### src/bps_pkg.sv
`timescale 1ns / 1ps
// ============================================================================
// bps_pkg: shared types and codes for the battery precharge sequencer
// Phase and request codes, register indexes, the config bundle and the
// classified tick that travels from the front to the back.
// ============================================================================
package bps_pkg;

    // Configuration register indexes
    localparam int CFG_INDEX_W = 3;
    localparam logic [CFG_INDEX_W-1:0] CFG_MIN_PACK    = 3'd0;
    localparam logic [CFG_INDEX_W-1:0] CFG_TIMEOUT     = 3'd1;
    localparam logic [CFG_INDEX_W-1:0] CFG_SUPPLY_LOW  = 3'd2;
    localparam logic [CFG_INDEX_W-1:0] CFG_SUPPLY_HIGH = 3'd3;
    localparam logic [CFG_INDEX_W-1:0] CFG_BUS_MSG_ID  = 3'd4;

    // Reset values of the configuration registers
    localparam logic [15:0] RST_MIN_PACK    = 16'd0;
    localparam logic [15:0] RST_TIMEOUT     = 16'd5000;
    localparam logic [15:0] RST_SUPPLY_LOW  = 16'd11000;
    localparam logic [15:0] RST_SUPPLY_HIGH = 16'd15000;
    localparam logic [10:0] RST_BUS_MSG_ID  = 11'h682;

    // Phase codes as seen on the result
    localparam logic [1:0] PHASE_IDLE     = 2'd0;
    localparam logic [1:0] PHASE_ACTIVE   = 2'd1;
    localparam logic [1:0] PHASE_COMPLETE = 2'd2;
    localparam logic [1:0] PHASE_FAULT    = 2'd3;

    // Request codes
    localparam logic [1:0] REQ_NONE        = 2'd0;
    localparam logic [1:0] REQ_PRECHARGING = 2'd1;
    localparam logic [1:0] REQ_ACTIVE      = 2'd2;
    localparam logic [1:0] REQ_FAULT       = 2'd3;

    localparam logic [15:0] TIMER_MAX = 16'hFFFF;

    typedef enum logic [3:0] {
        ST_IDLE     = 4'b0001,
        ST_ACTIVE   = 4'b0010,
        ST_COMPLETE = 4'b0100,
        ST_FAULT    = 4'b1000
    } phase_t;

    typedef struct packed {
        logic [15:0] min_pack_voltage;
        logic [15:0] timeout_ms;
        logic [15:0] supply_low_mv;
        logic [15:0] supply_high_mv;
        logic [10:0] bus_msg_id;
    } cfg_t;

    // One tick after classification
    typedef struct packed {
        logic        permit_base;   // shutdown closed, no fault, supply in window
        logic        reached;       // bus at or above 90% of pack
        logic        pack_ok;       // pack at or above the start minimum
        logic        shut_closed;
        logic [9:0]  elapsed_ms;
        logic [15:0] bus_voltage;
    } tick_t;

endpackage

### src/bps_queue.sv
`timescale 1ns / 1ps
// ============================================================================
// bps_queue: short register FIFO
// Decouples the classifying front from the phase machine in the back.
// ============================================================================
module bps_queue #(
    parameter int WIDTH = 8,
    parameter int DEPTH = 2
) (
    input  logic             clk,
    input  logic             rst_n,
    input  logic             push,
    input  logic [WIDTH-1:0] push_data,
    input  logic             pop,
    output logic [WIDTH-1:0] pop_data,
    output logic             full,
    output logic             empty
);
    localparam int PTR_W = (DEPTH > 1) ? $clog2(DEPTH) : 1;
    localparam int CNT_W = $clog2(DEPTH + 1);
    localparam logic [PTR_W-1:0] LAST = PTR_W'(DEPTH - 1);
    localparam logic [CNT_W-1:0] FULL_CNT = CNT_W'(DEPTH);

    logic [WIDTH-1:0] mem_reg [DEPTH];
    logic [PTR_W-1:0] wr_ptr_reg, wr_ptr_next;
    logic [PTR_W-1:0] rd_ptr_reg, rd_ptr_next;
    logic [CNT_W-1:0] count_reg, count_next;

    assign full     = (count_reg == FULL_CNT);
    assign empty    = (count_reg == '0);
    assign pop_data = mem_reg[rd_ptr_reg];

    always_comb
    begin
        wr_ptr_next = wr_ptr_reg;
        rd_ptr_next = rd_ptr_reg;
        count_next  = count_reg;
        if (push)
        begin
            wr_ptr_next = (wr_ptr_reg == LAST) ? '0 : wr_ptr_reg + 1'b1;
        end
        if (pop)
        begin
            rd_ptr_next = (rd_ptr_reg == LAST) ? '0 : rd_ptr_reg + 1'b1;
        end
        if (push && !pop)
        begin
            count_next = count_reg + 1'b1;
        end
        else if (pop && !push)
        begin
            count_next = count_reg - 1'b1;
        end
    end

    always_ff @(posedge clk or negedge rst_n)
    begin
        if (!rst_n)
        begin
            wr_ptr_reg <= '0;
            rd_ptr_reg <= '0;
            count_reg  <= '0;
        end
        else
        begin
            wr_ptr_reg <= wr_ptr_next;
            rd_ptr_reg <= rd_ptr_next;
            count_reg  <= count_next;
        end
    end

    always_ff @(posedge clk)
    begin
        if (push)
        begin
            mem_reg[wr_ptr_reg] <= push_data;
        end
    end

endmodule

### src/bps_front.sv
`timescale 1ns / 1ps
// ============================================================================
// bps_front: tick intake and classification
// Latches the bus voltage from matching messages and reduces each tick to
// the few conditions the phase machine needs.
// ============================================================================
module bps_front (
    input  logic           clk,
    input  logic           rst_n,
    input  bps_pkg::cfg_t  cfg,
    input  logic           in_valid,
    input  logic           queue_full,
    input  logic           msg_valid,
    input  logic [10:0]    msg_id,
    input  logic [7:0]     msg_byte2,
    input  logic [7:0]     msg_byte3,
    input  logic           charger_present,
    input  logic [15:0]    pack_voltage,
    input  logic [15:0]    supply_mv,
    input  logic           shutdown_closed,
    input  logic           bms_fault,
    input  logic [9:0]     elapsed_ms,
    output logic           in_stall,
    output logic           push,
    output bps_pkg::tick_t tick
);
    logic [15:0] bus_voltage_reg, bus_voltage_next;
    logic [19:0] bus_x10;
    logic [19:0] pack_x9;
    logic        supply_ok;

    assign in_stall = queue_full;
    assign push     = in_valid && !queue_full;

    always_comb
    begin
        bus_voltage_next = bus_voltage_reg;
        if (msg_valid && !charger_present && (msg_id == cfg.bus_msg_id))
        begin
            bus_voltage_next = {msg_byte3, msg_byte2};
        end
    end

    // 10*bus against 9*pack: exact form of the 90% threshold
    assign bus_x10 = {1'b0, bus_voltage_next, 3'b000} + {3'b000, bus_voltage_next, 1'b0};
    assign pack_x9 = {1'b0, pack_voltage, 3'b000} + {4'b0000, pack_voltage};

    assign supply_ok = (supply_mv > cfg.supply_low_mv) && (supply_mv < cfg.supply_high_mv);

    always_comb
    begin
        tick.permit_base = shutdown_closed && !bms_fault && supply_ok;
        tick.reached     = (bus_x10 >= pack_x9);
        tick.pack_ok     = (pack_voltage >= cfg.min_pack_voltage);
        tick.shut_closed = shutdown_closed;
        tick.elapsed_ms  = elapsed_ms;
        tick.bus_voltage = bus_voltage_next;
    end

    always_ff @(posedge clk or negedge rst_n)
    begin
        if (!rst_n)
        begin
            bus_voltage_reg <= '0;
        end
        else if (push)
        begin
            bus_voltage_reg <= bus_voltage_next;
        end
    end

endmodule

### src/bps_back.sv
`timescale 1ns / 1ps
// ============================================================================
// bps_back: precharge phase machine and result register
// Pops one classified tick per cycle unless the queue is empty or the result
// stalls, steps the phase machine and holds the result until it is taken.
// ============================================================================
module bps_back (
    input  logic           clk,
    input  logic           rst_n,
    input  bps_pkg::cfg_t  cfg,
    input  logic           queue_empty,
    input  bps_pkg::tick_t tick,
    input  logic           out_stall,
    output logic           pop,
    output logic           out_valid,
    output logic           relay_drive_n,
    output logic           precharging,
    output logic           precharge_done,
    output logic [1:0]     phase,
    output logic [1:0]     bms_request,
    output logic [15:0]    bus_voltage
);
    bps_pkg::phase_t state_reg, state_next;
    logic [15:0] timer_reg, timer_next;
    logic        relay_reg, relay_next;
    logic        run_reg, run_next;
    logic        done_reg, done_next;
    logic [1:0]  req;
    logic [1:0]  phase_code;
    logic [16:0] timer_sum;
    logic [15:0] timer_sat;
    logic        permit;

    logic        out_valid_reg;
    logic        out_relay_reg, out_run_reg, out_done_reg;
    logic [1:0]  out_phase_reg, out_req_reg;
    logic [15:0] out_bus_reg;

    assign pop = !queue_empty && (!out_valid_reg || !out_stall);

    assign permit    = tick.permit_base && !tick.reached;
    assign timer_sum = {1'b0, timer_reg} + {7'b0, tick.elapsed_ms};
    assign timer_sat = timer_sum[16] ? bps_pkg::TIMER_MAX : timer_sum[15:0];

    always_comb
    begin
        state_next = state_reg;
        timer_next = timer_reg;
        relay_next = relay_reg;
        run_next   = run_reg;
        done_next  = done_reg;
        req        = bps_pkg::REQ_NONE;
        case (state_reg)
            bps_pkg::ST_IDLE:
            begin
                run_next = 1'b0;
                if (permit && tick.pack_ok)
                begin
                    relay_next = 1'b0;
                    run_next   = 1'b1;
                    req        = bps_pkg::REQ_PRECHARGING;
                    timer_next = '0;
                    state_next = bps_pkg::ST_ACTIVE;
                end
            end
            bps_pkg::ST_ACTIVE:
            begin
                timer_next = timer_sat;
                if (!permit)
                begin
                    relay_next = 1'b1;
                    run_next   = 1'b0;
                    done_next  = 1'b0;
                    timer_next = '0;
                    state_next = bps_pkg::ST_FAULT;
                end
                else if (tick.reached)
                begin
                    relay_next = 1'b1;
                    run_next   = 1'b0;
                    done_next  = 1'b1;
                    req        = bps_pkg::REQ_ACTIVE;
                    state_next = bps_pkg::ST_COMPLETE;
                end
                else if (timer_sat > cfg.timeout_ms)
                begin
                    relay_next = 1'b1;
                    run_next   = 1'b0;
                    done_next  = 1'b0;
                    timer_next = '0;
                    req        = bps_pkg::REQ_FAULT;
                    state_next = bps_pkg::ST_FAULT;
                end
            end
            bps_pkg::ST_COMPLETE:
            begin
                if (!permit)
                begin
                    state_next = bps_pkg::ST_IDLE;
                end
            end
            default:
            begin
                relay_next = 1'b1;
                run_next   = 1'b0;
                done_next  = 1'b0;
                if (!tick.shut_closed)
                begin
                    state_next = bps_pkg::ST_IDLE;
                end
            end
        endcase
    end

    always_comb
    begin
        case (state_next)
            bps_pkg::ST_IDLE:     phase_code = bps_pkg::PHASE_IDLE;
            bps_pkg::ST_ACTIVE:   phase_code = bps_pkg::PHASE_ACTIVE;
            bps_pkg::ST_COMPLETE: phase_code = bps_pkg::PHASE_COMPLETE;
            default:              phase_code = bps_pkg::PHASE_FAULT;
        endcase
    end

    always_ff @(posedge clk or negedge rst_n)
    begin
        if (!rst_n)
        begin
            state_reg     <= bps_pkg::ST_IDLE;
            timer_reg     <= '0;
            relay_reg     <= 1'b1;
            run_reg       <= 1'b0;
            done_reg      <= 1'b0;
            out_valid_reg <= 1'b0;
        end
        else
        begin
            if (pop)
            begin
                state_reg <= state_next;
                timer_reg <= timer_next;
                relay_reg <= relay_next;
                run_reg   <= run_next;
                done_reg  <= done_next;
            end
            if (pop)
            begin
                out_valid_reg <= 1'b1;
            end
            else if (!out_stall)
            begin
                out_valid_reg <= 1'b0;
            end
        end
    end

    always_ff @(posedge clk)
    begin
        if (pop)
        begin
            out_relay_reg <= relay_next;
            out_run_reg   <= run_next;
            out_done_reg  <= done_next;
            out_phase_reg <= phase_code;
            out_req_reg   <= req;
            out_bus_reg   <= tick.bus_voltage;
        end
    end

    assign out_valid      = out_valid_reg;
    assign relay_drive_n  = out_relay_reg;
    assign precharging    = out_run_reg;
    assign precharge_done = out_done_reg;
    assign phase          = out_phase_reg;
    assign bms_request    = out_req_reg;
    assign bus_voltage    = out_bus_reg;

endmodule

### src/battery_precharge_sequencer.sv
`timescale 1ns / 1ps
// ============================================================================
// battery_precharge_sequencer: precharge relay sequencing per update tick
// Front classifier, short queue and phase machine with a result register.
// ============================================================================
// Each input beat is one update tick and yields exactly one result beat. The
// block takes one beat per clock cycle and delivers one per cycle while
// nothing stalls; a tick passes a queue register and the result register
// in turn before its beat turns valid. The back's phase machine sets the
// rate; it steps once per tick. The front latches the DC bus voltage from a
// matching message (unless a charger is present) and reduces the tick to a
// handful of conditions; a queue of QUEUE_DEPTH entries sits between front
// and back so an output stall fills the queue before it stalls the input.
// Write the configuration registers only while no tick is in flight; a write
// to an index above the last register is dropped. No clearing pass after reset.
// ============================================================================
module battery_precharge_sequencer #(
    parameter int QUEUE_DEPTH = 2
) (
    input  logic                            clk,
    input  logic                            rst_n,
    // configuration write port
    input  logic                            cfg_we,
    input  logic [bps_pkg::CFG_INDEX_W-1:0] cfg_index,
    input  logic [15:0]                     cfg_data,
    // tick input
    input  logic                            in_valid,
    output logic                            in_stall,
    input  logic                            msg_valid,
    input  logic [10:0]                     msg_id,
    input  logic [7:0]                      msg_byte2,
    input  logic [7:0]                      msg_byte3,
    input  logic                            charger_present,
    input  logic [15:0]                     pack_voltage,
    input  logic [15:0]                     supply_mv,
    input  logic                            shutdown_closed,
    input  logic                            bms_fault,
    input  logic [9:0]                      elapsed_ms,
    // result output
    output logic                            out_valid,
    input  logic                            out_stall,
    output logic                            relay_drive_n,
    output logic                            precharging,
    output logic                            precharge_done,
    output logic [1:0]                      phase,
    output logic [1:0]                      bms_request,
    output logic [15:0]                     bus_voltage
);
    localparam int TICK_W = $bits(bps_pkg::tick_t);

    bps_pkg::cfg_t  cfg_reg;
    bps_pkg::tick_t front_tick;
    bps_pkg::tick_t back_tick;
    logic [TICK_W-1:0] queue_out;
    logic           push;
    logic           pop;
    logic           queue_full;
    logic           queue_empty;

    // Hold configuration; drop writes beyond the register list
    always_ff @(posedge clk or negedge rst_n)
    begin
        if (!rst_n)
        begin
            cfg_reg.min_pack_voltage <= bps_pkg::RST_MIN_PACK;
            cfg_reg.timeout_ms       <= bps_pkg::RST_TIMEOUT;
            cfg_reg.supply_low_mv    <= bps_pkg::RST_SUPPLY_LOW;
            cfg_reg.supply_high_mv   <= bps_pkg::RST_SUPPLY_HIGH;
            cfg_reg.bus_msg_id       <= bps_pkg::RST_BUS_MSG_ID;
        end
        else if (cfg_we)
        begin
            case (cfg_index)
                bps_pkg::CFG_MIN_PACK:    cfg_reg.min_pack_voltage <= cfg_data;
                bps_pkg::CFG_TIMEOUT:     cfg_reg.timeout_ms       <= cfg_data;
                bps_pkg::CFG_SUPPLY_LOW:  cfg_reg.supply_low_mv    <= cfg_data;
                bps_pkg::CFG_SUPPLY_HIGH: cfg_reg.supply_high_mv   <= cfg_data;
                bps_pkg::CFG_BUS_MSG_ID:  cfg_reg.bus_msg_id       <= cfg_data[10:0];
                default:                  ;
            endcase
        end
    end

    // Front: latch bus voltage, classify the tick
    bps_front u_front (
        .clk             (clk),
        .rst_n           (rst_n),
        .cfg             (cfg_reg),
        .in_valid        (in_valid),
        .queue_full      (queue_full),
        .msg_valid       (msg_valid),
        .msg_id          (msg_id),
        .msg_byte2       (msg_byte2),
        .msg_byte3       (msg_byte3),
        .charger_present (charger_present),
        .pack_voltage    (pack_voltage),
        .supply_mv       (supply_mv),
        .shutdown_closed (shutdown_closed),
        .bms_fault       (bms_fault),
        .elapsed_ms      (elapsed_ms),
        .in_stall        (in_stall),
        .push            (push),
        .tick            (front_tick)
    );

    // Queue: absorb output stalls
    bps_queue #(
        .WIDTH (TICK_W),
        .DEPTH (QUEUE_DEPTH)
    ) u_queue (
        .clk       (clk),
        .rst_n     (rst_n),
        .push      (push),
        .push_data (front_tick),
        .pop       (pop),
        .pop_data  (queue_out),
        .full      (queue_full),
        .empty     (queue_empty)
    );

    assign back_tick = bps_pkg::tick_t'(queue_out);

    // Back: advance the phase machine, register the result beat
    bps_back u_back (
        .clk            (clk),
        .rst_n          (rst_n),
        .cfg            (cfg_reg),
        .queue_empty    (queue_empty),
        .tick           (back_tick),
        .out_stall      (out_stall),
        .pop            (pop),
        .out_valid      (out_valid),
        .relay_drive_n  (relay_drive_n),
        .precharging    (precharging),
        .precharge_done (precharge_done),
        .phase          (phase),
        .bms_request    (bms_request),
        .bus_voltage    (bus_voltage)
    );

`ifndef SYNTHESIS
    // The relay is driven exactly while precharge runs
    assert property (@(posedge clk) disable iff (!rst_n)
        out_valid |-> (relay_drive_n != precharging))
        else $error("relay level and running flag disagree");

    // A running precharge is only reported in the active phase
    assert property (@(posedge clk) disable iff (!rst_n)
        (out_valid && precharging) |-> (phase == bps_pkg::PHASE_ACTIVE))
        else $error("precharging outside the active phase");

    // A start request always lands in the active phase
    assert property (@(posedge clk) disable iff (!rst_n)
        (out_valid && (bms_request == bps_pkg::REQ_PRECHARGING))
            |-> (phase == bps_pkg::PHASE_ACTIVE))
        else $error("start request without entering active");

    // The back never pops an empty queue
    assert property (@(posedge clk) disable iff (!rst_n)
        pop |-> !queue_empty)
        else $error("pop from an empty queue");
`endif

endmodule
### config.mk
export PLATFORM = sky130hd
export DESIGN_NAME = battery_precharge_sequencer
export DESIGN_NICKNAME = d
export VERILOG_FILES = /design/src/bps_pkg.sv /design/src/bps_queue.sv /design/src/bps_front.sv /design/src/bps_back.sv /design/src/battery_precharge_sequencer.sv
export SDC_FILE = /design/constraint.sdc
export NUM_CORES = 1
export LEC_CHECK = 0
export ABC_CLOCK_PERIOD_IN_PS = 4500
export BUFFER_PORTS_ARGS = -buffer_cell sky130_fd_sc_hd__buf_2
export CELL_PAD_IN_SITES_DETAIL_PLACEMENT = 1
export CELL_PAD_IN_SITES_GLOBAL_PLACEMENT = 2
export CORE_MARGIN = 2
export CORE_UTILIZATION = 36
export DETAILED_ROUTE_END_ITERATION = 16
export GPL_ROUTABILITY_DRIVEN = 0
export PLACE_DENSITY_LB_ADDON = 0.1
export SLEW_MARGIN = 0
export SYNTH_ARGS = -nofsm -noshare
export SYNTH_HDL_FRONTEND = slang
export SYNTH_SLANG_ARGS = --single-unit
### constraint.sdc
create_clock -name clk -period 4.5 [get_ports clk]
set_input_delay 0.225 -clock clk [delete_from_list [all_inputs] [get_ports clk]]
set_output_delay 0.225 -clock clk [all_outputs]
set_load 0.05 [all_outputs]
After elaboration in Yosys (flattened, before gate mapping)
Memories as Yosys holds them, arrays and structs flattened.
Index checks and enable logic that the tools add are counted.
- add/subtract/negate cells: 7
- order comparisons: 5
- equal/unequal tests: 14
- multiplexer cells: 42
- reductions and logical operators: 32
- operator list (operator ; count):
    $mux W16 ; 6
    $gt A16 B16 Y1 ; 2
    $pmux W16 S2 ; 1
    $mux W4 ; 6
    $add A19 B16 Y20 ; 1
    $add A19 B17 Y20 ; 1
    $ge A20 B20 Y1 ; 1
    $mux W1 ; 18
    $add A16 B10 Y17 ; 1
    $ge A16 B16 Y1 ; 1
    $lt A16 B16 Y1 ; 1
    $pmux W4 S3 ; 1
    $eq A11 B11 Y1 ; 1
    $logic_and A1 B1 Y1 ; 11
    $mux W2 ; 5
    $reduce_and A2 Y1 ; 5
    $logic_not A1 Y1 ; 9
    $eq A4 B1 Y1 const B ; 2
    $eq A4 B2 Y1 const B ; 2
    $eq A4 B3 Y1 const B ; 2
    $eq A3 B2 Y1 const B ; 2
    $pmux W1 S3 ; 2
    $pmux W2 S3 ; 1
    $ne A2 B1 Y1 const B ; 2
    14 further kinds ; 16
- bits in registers: 142
- memory bits (writable): 60
- input port bits: 97
- output and inout bits: 25
- logic and storage cells: 122
- memories: 1
- memory list (name ; words ; bits a word ; read ports ; clocked after Yosys merged registers in ; write ports ; line ; text):
    u_queue.mem_reg ; 2 ; 30 ; 1 ; 0 ; 1 ; bps_queue.sv:24 ; logic [WIDTH-1:0] mem_reg [DEPTH];

Depth between registers and ports, before layout
An unclocked memory read counts as a cell.
- word-level depth: 10
- depth in mapped cells: 21
- depth with buffers taken out: 18

Cells and area by module
A second synthesis with hierarchy kept.
- cell total of the unflattened synthesis: 1088
- area total of the unflattened synthesis: 12269.3 µm²
- by module, submodules not included (module ; times used ; cells each ; area each (µm²) ; seq. area each (µm²)):
    bps_front ; 1 ; 516 ; 4018.9 ; 400.4
    bps_back ; 1 ; 301 ; 2989.1 ; 1293.7
    battery_precharge_sequencer ; 1 ; 162 ; 2901.5 ; 1906.8
    bps_queue ; 1 ; 109 ; 2359.8 ; 1901.8

Worst setup path before layout
Ideal clock, no wire load.
- path type: flip-flop to flip-flop
- start point: reg u_queue.rd_ptr_reg
- end point: reg u_back.timer_reg[7]
- library setup time: 0.121 ns
- arrival time: 4.813 ns
- data required time: 4.379 ns
- setup slack: -0.434 ns
- cell stages (with the launch flop): 20
- period minus slack after synthesis: 4.934 ns
- cell sequence: dfrtp_1 > buf_1 > clkbuf_1 > mux2_2 > ha_1 > fa_1 > a211o_1 > a21oi_1 > o31a_1 > nand2b_1 > buf_2 > o21ai_0 > ha_1 > nand4_1 > a2111oi_2 > o41ai_4 > and2_1 > buf_6 > buf_6 > a22o_1
- cells in the longest elaborated chain, start to end: 8
- RTL lines (what ; line ; text):
    from (decl) ; bps_queue.sv:26 ; logic [PTR_W-1:0] rd_ptr_reg, rd_ptr_next;
    from (signal assigned) ; bps_queue.sv:67 ; rd_ptr_reg <= rd_ptr_next;
    $mem_v2 Z2 W30 * ; n/a ;
    $add A16 B10 Y17 ; bps_back.sv:42 ; assign timer_sum = {1'b0, timer_reg} + {7'b0, tick.elapsed_ms};
    $mux W16 ; bps_back.sv:43 ; assign timer_sat = timer_sum[16] ? bps_pkg::TIMER_MAX : timer_sum[15:0];
    $gt A16 B16 Y1 ; bps_back.sv:85 ; else if (timer_sat > cfg.timeout_ms)
    $mux W16 ; bps_back.sv:85 ;
    $mux W16 ; bps_back.sv:77 ; else if (tick.reached)
    $mux W16 ; bps_back.sv:69 ; if (!permit)
    $pmux W16 S2 ; bps_back.sv:53 ; case (state_reg)
    to (signal assigned) ; bps_back.sv:141 ; timer_reg <= timer_next;
    to (decl) ; bps_back.sv:24 ; logic [15:0] timer_reg, timer_next;
Mark *: on every way between the ends. The rest lies on a longest branch, timed or not.
A chain may end at the register's enable or synchronous reset.

==> impl_metrics.csv <==
group,metric,value,unit
clock_network,clk_latency,0.54,ns
die,die_area,0.03385,mm2
grt,grt_pass1_wl,50590,um
routing,detail-route-antenna-nets,0,
synth,netlist.top_cell.by_area,"edfxtp_1",
placed_design,io_buffers,121,
clock_network,htreeDepth,1,
placed_design,placed_cell_area,0.01345,mm2
sta,clock_skew,0.01725,ns
placed_design,hpwl,23400,um
finish,mostFrequentLayoutCell,"buf_2",
die,std_cell_rows,65,
sta,fin_tns_setup,0,ns
routing,wirelength,32470,um
finish,nFillCells,3484,
routing,dr_wl_met3,1213,um
worst_setup_path,r2r-start,"cfg_reg[1]",
grt,grt-ovfl-total,0,
die,coreArea,0.03172,mm2
clock_network,clk_path_buf_depth,3,
sta,max_freq,0.2240,GHz
synth,ys.warnings.count,0,
finish,drive_gt1_share,35.00,%
status,run_status,"finished, final reports clean",
sta,slew_headroom,29.73,%
worst_setup_path,crit_end,"u_queue.mem_reg[0][28]",
grt,grt_pass1_vias,9258,
grt,grtUsageTotal,19.08,%
finish,largest_reg_flops,75,
routing,wl_met2,14370,um
die,initial_core_util,36.77,%
routing,drc,0,
worst_setup_path,worstSetupPathType,"register to register",
routing,firstDrtPassIters,4,
finish,syn_to_final_growth,31.44,%
synth,ys_top_cells_by_area,"edfxtp_1 (21%), dfrtp_1 (20%), ha_1 (13%)",
synth,ys_async_sr_fraction,58.91,%
routing,viasPerCell,5.049,
worst_setup_path,path_common_cell,"buf_4",
sta,period_minus_slack,4.464,ns
routing,wl_per_cell,18.62,um
synth,ys.flop_type,"dfrtp_1",
die,fp.dieW,184.0,um
finish,layout_common_cells,"buf_2 (120), ha_1 (105), buf_4 (104)",
synth,syn_area,0.01166,mm2
routing,drt_iter0_markers,276,
worst_setup_path,slowest_stage,"dfstp_2",
worst_setup_path,crit_chain,"xor2_2, nor4_4, buf_4, nand3_4, buf_4, mux2_2, buf_4, ha_1, or4_4, o21ai_4, buf_6, nor2_1, o32ai_1, a21oi_1, ha_1, a211o_1, nor4b_4, a21oi_2",
worst_setup_path,critPathLaunch,"cfg_reg[1]",
worst_setup_path,end_kind,"register",
sta,setup_viol,0,
finish,final_area,0.01533,mm2
worst_setup_path,worst-r2r-setup-slack,0.04,ns
worst_setup_path,path_max_fanout,5,
die,ios,122,
pwr,ir_drop,0.2440,mV
job,max_cap_violations,0,
clock_network,path_clk_slew,0.06,ns
finish,regArea,0.005504,mm2
clock_network,numCtsBuffers,25,
routing,drt-met1-wl,16440,um
clock_network,cts.sink_count,202,
worst_setup_path,cp-start-kind,"register",
sta,hold_viol,0,
pwr,p_per_area,483.4,mW/mm2
worst_setup_path,crit_arrival,4.74,ns
hold_path,hp-start,"cfg_data[14]",
grt,antenna_found_initial,2,
worst_setup_path,worstReg2RegEnd,"u_queue.mem_reg[0][28]",
grt,grt_max_degree,120,
synth,yosysSeqAreaShare,47.19,%
clock_network,cts_tree,"yes",
synth,syn_area_per_cell,11.05,um2
finish,finalNetCount,1541,
sta,worstMarginPinSlew,1.052,ns
synth,netlist-cell-type-count,70,
pwr,power.leakage,0.006989,uW
die,die_height,184.0,um
hold_path,hold_class,"input port to register",
worst_setup_path,worstRegToRegCells,18,
clock_network,cts.root.buffer_cell,"clkbuf_16",
routing,dr_total_vias,8805,
synth,synthDominantCellAreaShare,21.37,%
synth,ys_seq_elements,202,
synth,syn_inst,1055,
sta,grt_setup_unrepaired,"yes",
sta,min_period_over_period,99.20,%
worst_setup_path,crit_path_max_incr_delay,0.55,ns
finish,multi_input_area,0.006322,mm2
sta,slew_viol_final,0,
synth,synth_nets,1275,
routing,dr.max_layer_used,"met5",
worst_setup_path,cp.required,4.78,ns
synth,synth_edf_count,83,
how the worst min path moves through the flow:
stage	to	slack, ns	depth (start not counted)
global route	cfg_reg[44]	0.02	3
finish	cfg_reg[57]	0.02	3
CTS	cfg_reg[44]	0.008	3
global placement	u_back.out_valid	0.38	2
detailed placement	u_back.out_valid	0.37	2
floorplan	cfg_reg[0]	-0.07	0
cell usage after synthesis (all sizes together), types with 5 or more instances:
cell    instances
nand2b         12
dfrtp          93
a211oi          6
mux2           86
nor4            5
xor2           26
nor3           10
o21a           10
a21o           26
o21bai          9
o21ai          93
nand4          13
nand2          93
nor2b          14
clkbuf         17
a21oi          58
xnor2          20
a22o           11
and2            6
nor2           38
nand3          16
edfxtp         83
o31ai           5
dfstp          26
ha            120
inv            83
buf             6
o211ai          5
worst max-delay path: cells and delay by family (launching register included):
family                   cells  cell delay (ns)
multiplexers                 1             0.30
AO/OA/AOI/OAI                5             0.85
buffers and inverters        4             0.61
flip-flops                   1             0.55
adder cells (fa/ha/maj)      2             0.52
AND/OR/NAND/NOR              5             1.26
XOR/XNOR                     1             0.08
timing repair:
action                                 CTS  global route
endpoints found under the hold margin  130             0
pin swaps                                8            52
hold buffers                            24             0
setup endpoints to repair               23            28
resized for setup                       16            84
buffers inserted                         4            16
cloned                                   1             4
power by group:
group	total, uW	switching, uW	internal, uW
sequential	2640	176	2470
combinational	2650	1580	1070
clock	2120	857	1260
layout make-up:
| class | count | share of cell area (%) |
|---|---|---|
| inverters | 84 | 2.057 |
| multi-input cells | 747 | 41.25 |
| diodes | 2 | 0.03265 |
| clock buffers | 26 | 4.106 |
| well taps | 402 | 3.282 |
| clock inverters | 20 | 1.510 |
| repair buffers | 261 | 11.85 |
| flip-flops and latches | 202 | 35.91 |
through the flow:
step | total power [uW] | setup slack [ns] | hold WS (ns) | std cells | util, %
global route | 7880 | -0.1671 | 0.01839 | 1742 | 48.31
CTS | 7298 | 0.006948 | 0.007935 | 1723 | 46.28
finish | 7410 | 0.03605 | 0.02323 | 1744 | 48.32
global placement | 5033 | -0.1404 | 0.3846 | 1648 | 42.42
detailed placement | 5093 | -0.2338 | 0.3705 | 1648 | 42.42
floorplan | 4289 | 0.001882 | -0.07059 | 1055 | -
layer usage:
| layer | vias up | track usage (%) |
|---|---|---|
| li1 | 4369 | - |
| met1 | 4272 | 27.82 |
| met2 | 133 | 30.40 |
| met3 | 29 | 2.793 |
| met4 | 2 | 3.296 |
| met5 | - | 0 |
logic make-up (layout without fill, tap and decap cells):
logic type	after synthesis	in the layout	share of synthesized area, %
adder cells (fa/ha/maj)	123	123	13.39
AND/OR/NAND/NOR	228	229	9.710
flip-flops	202	202	47.19
buffers and inverters	107	391	3.605
other	0	2	0
multiplexers	89	89	8.562
AO/OA/AOI/OAI	260	260	14.09
XOR/XNOR	46	46	3.455
Power figures use the tool's default switching activity.
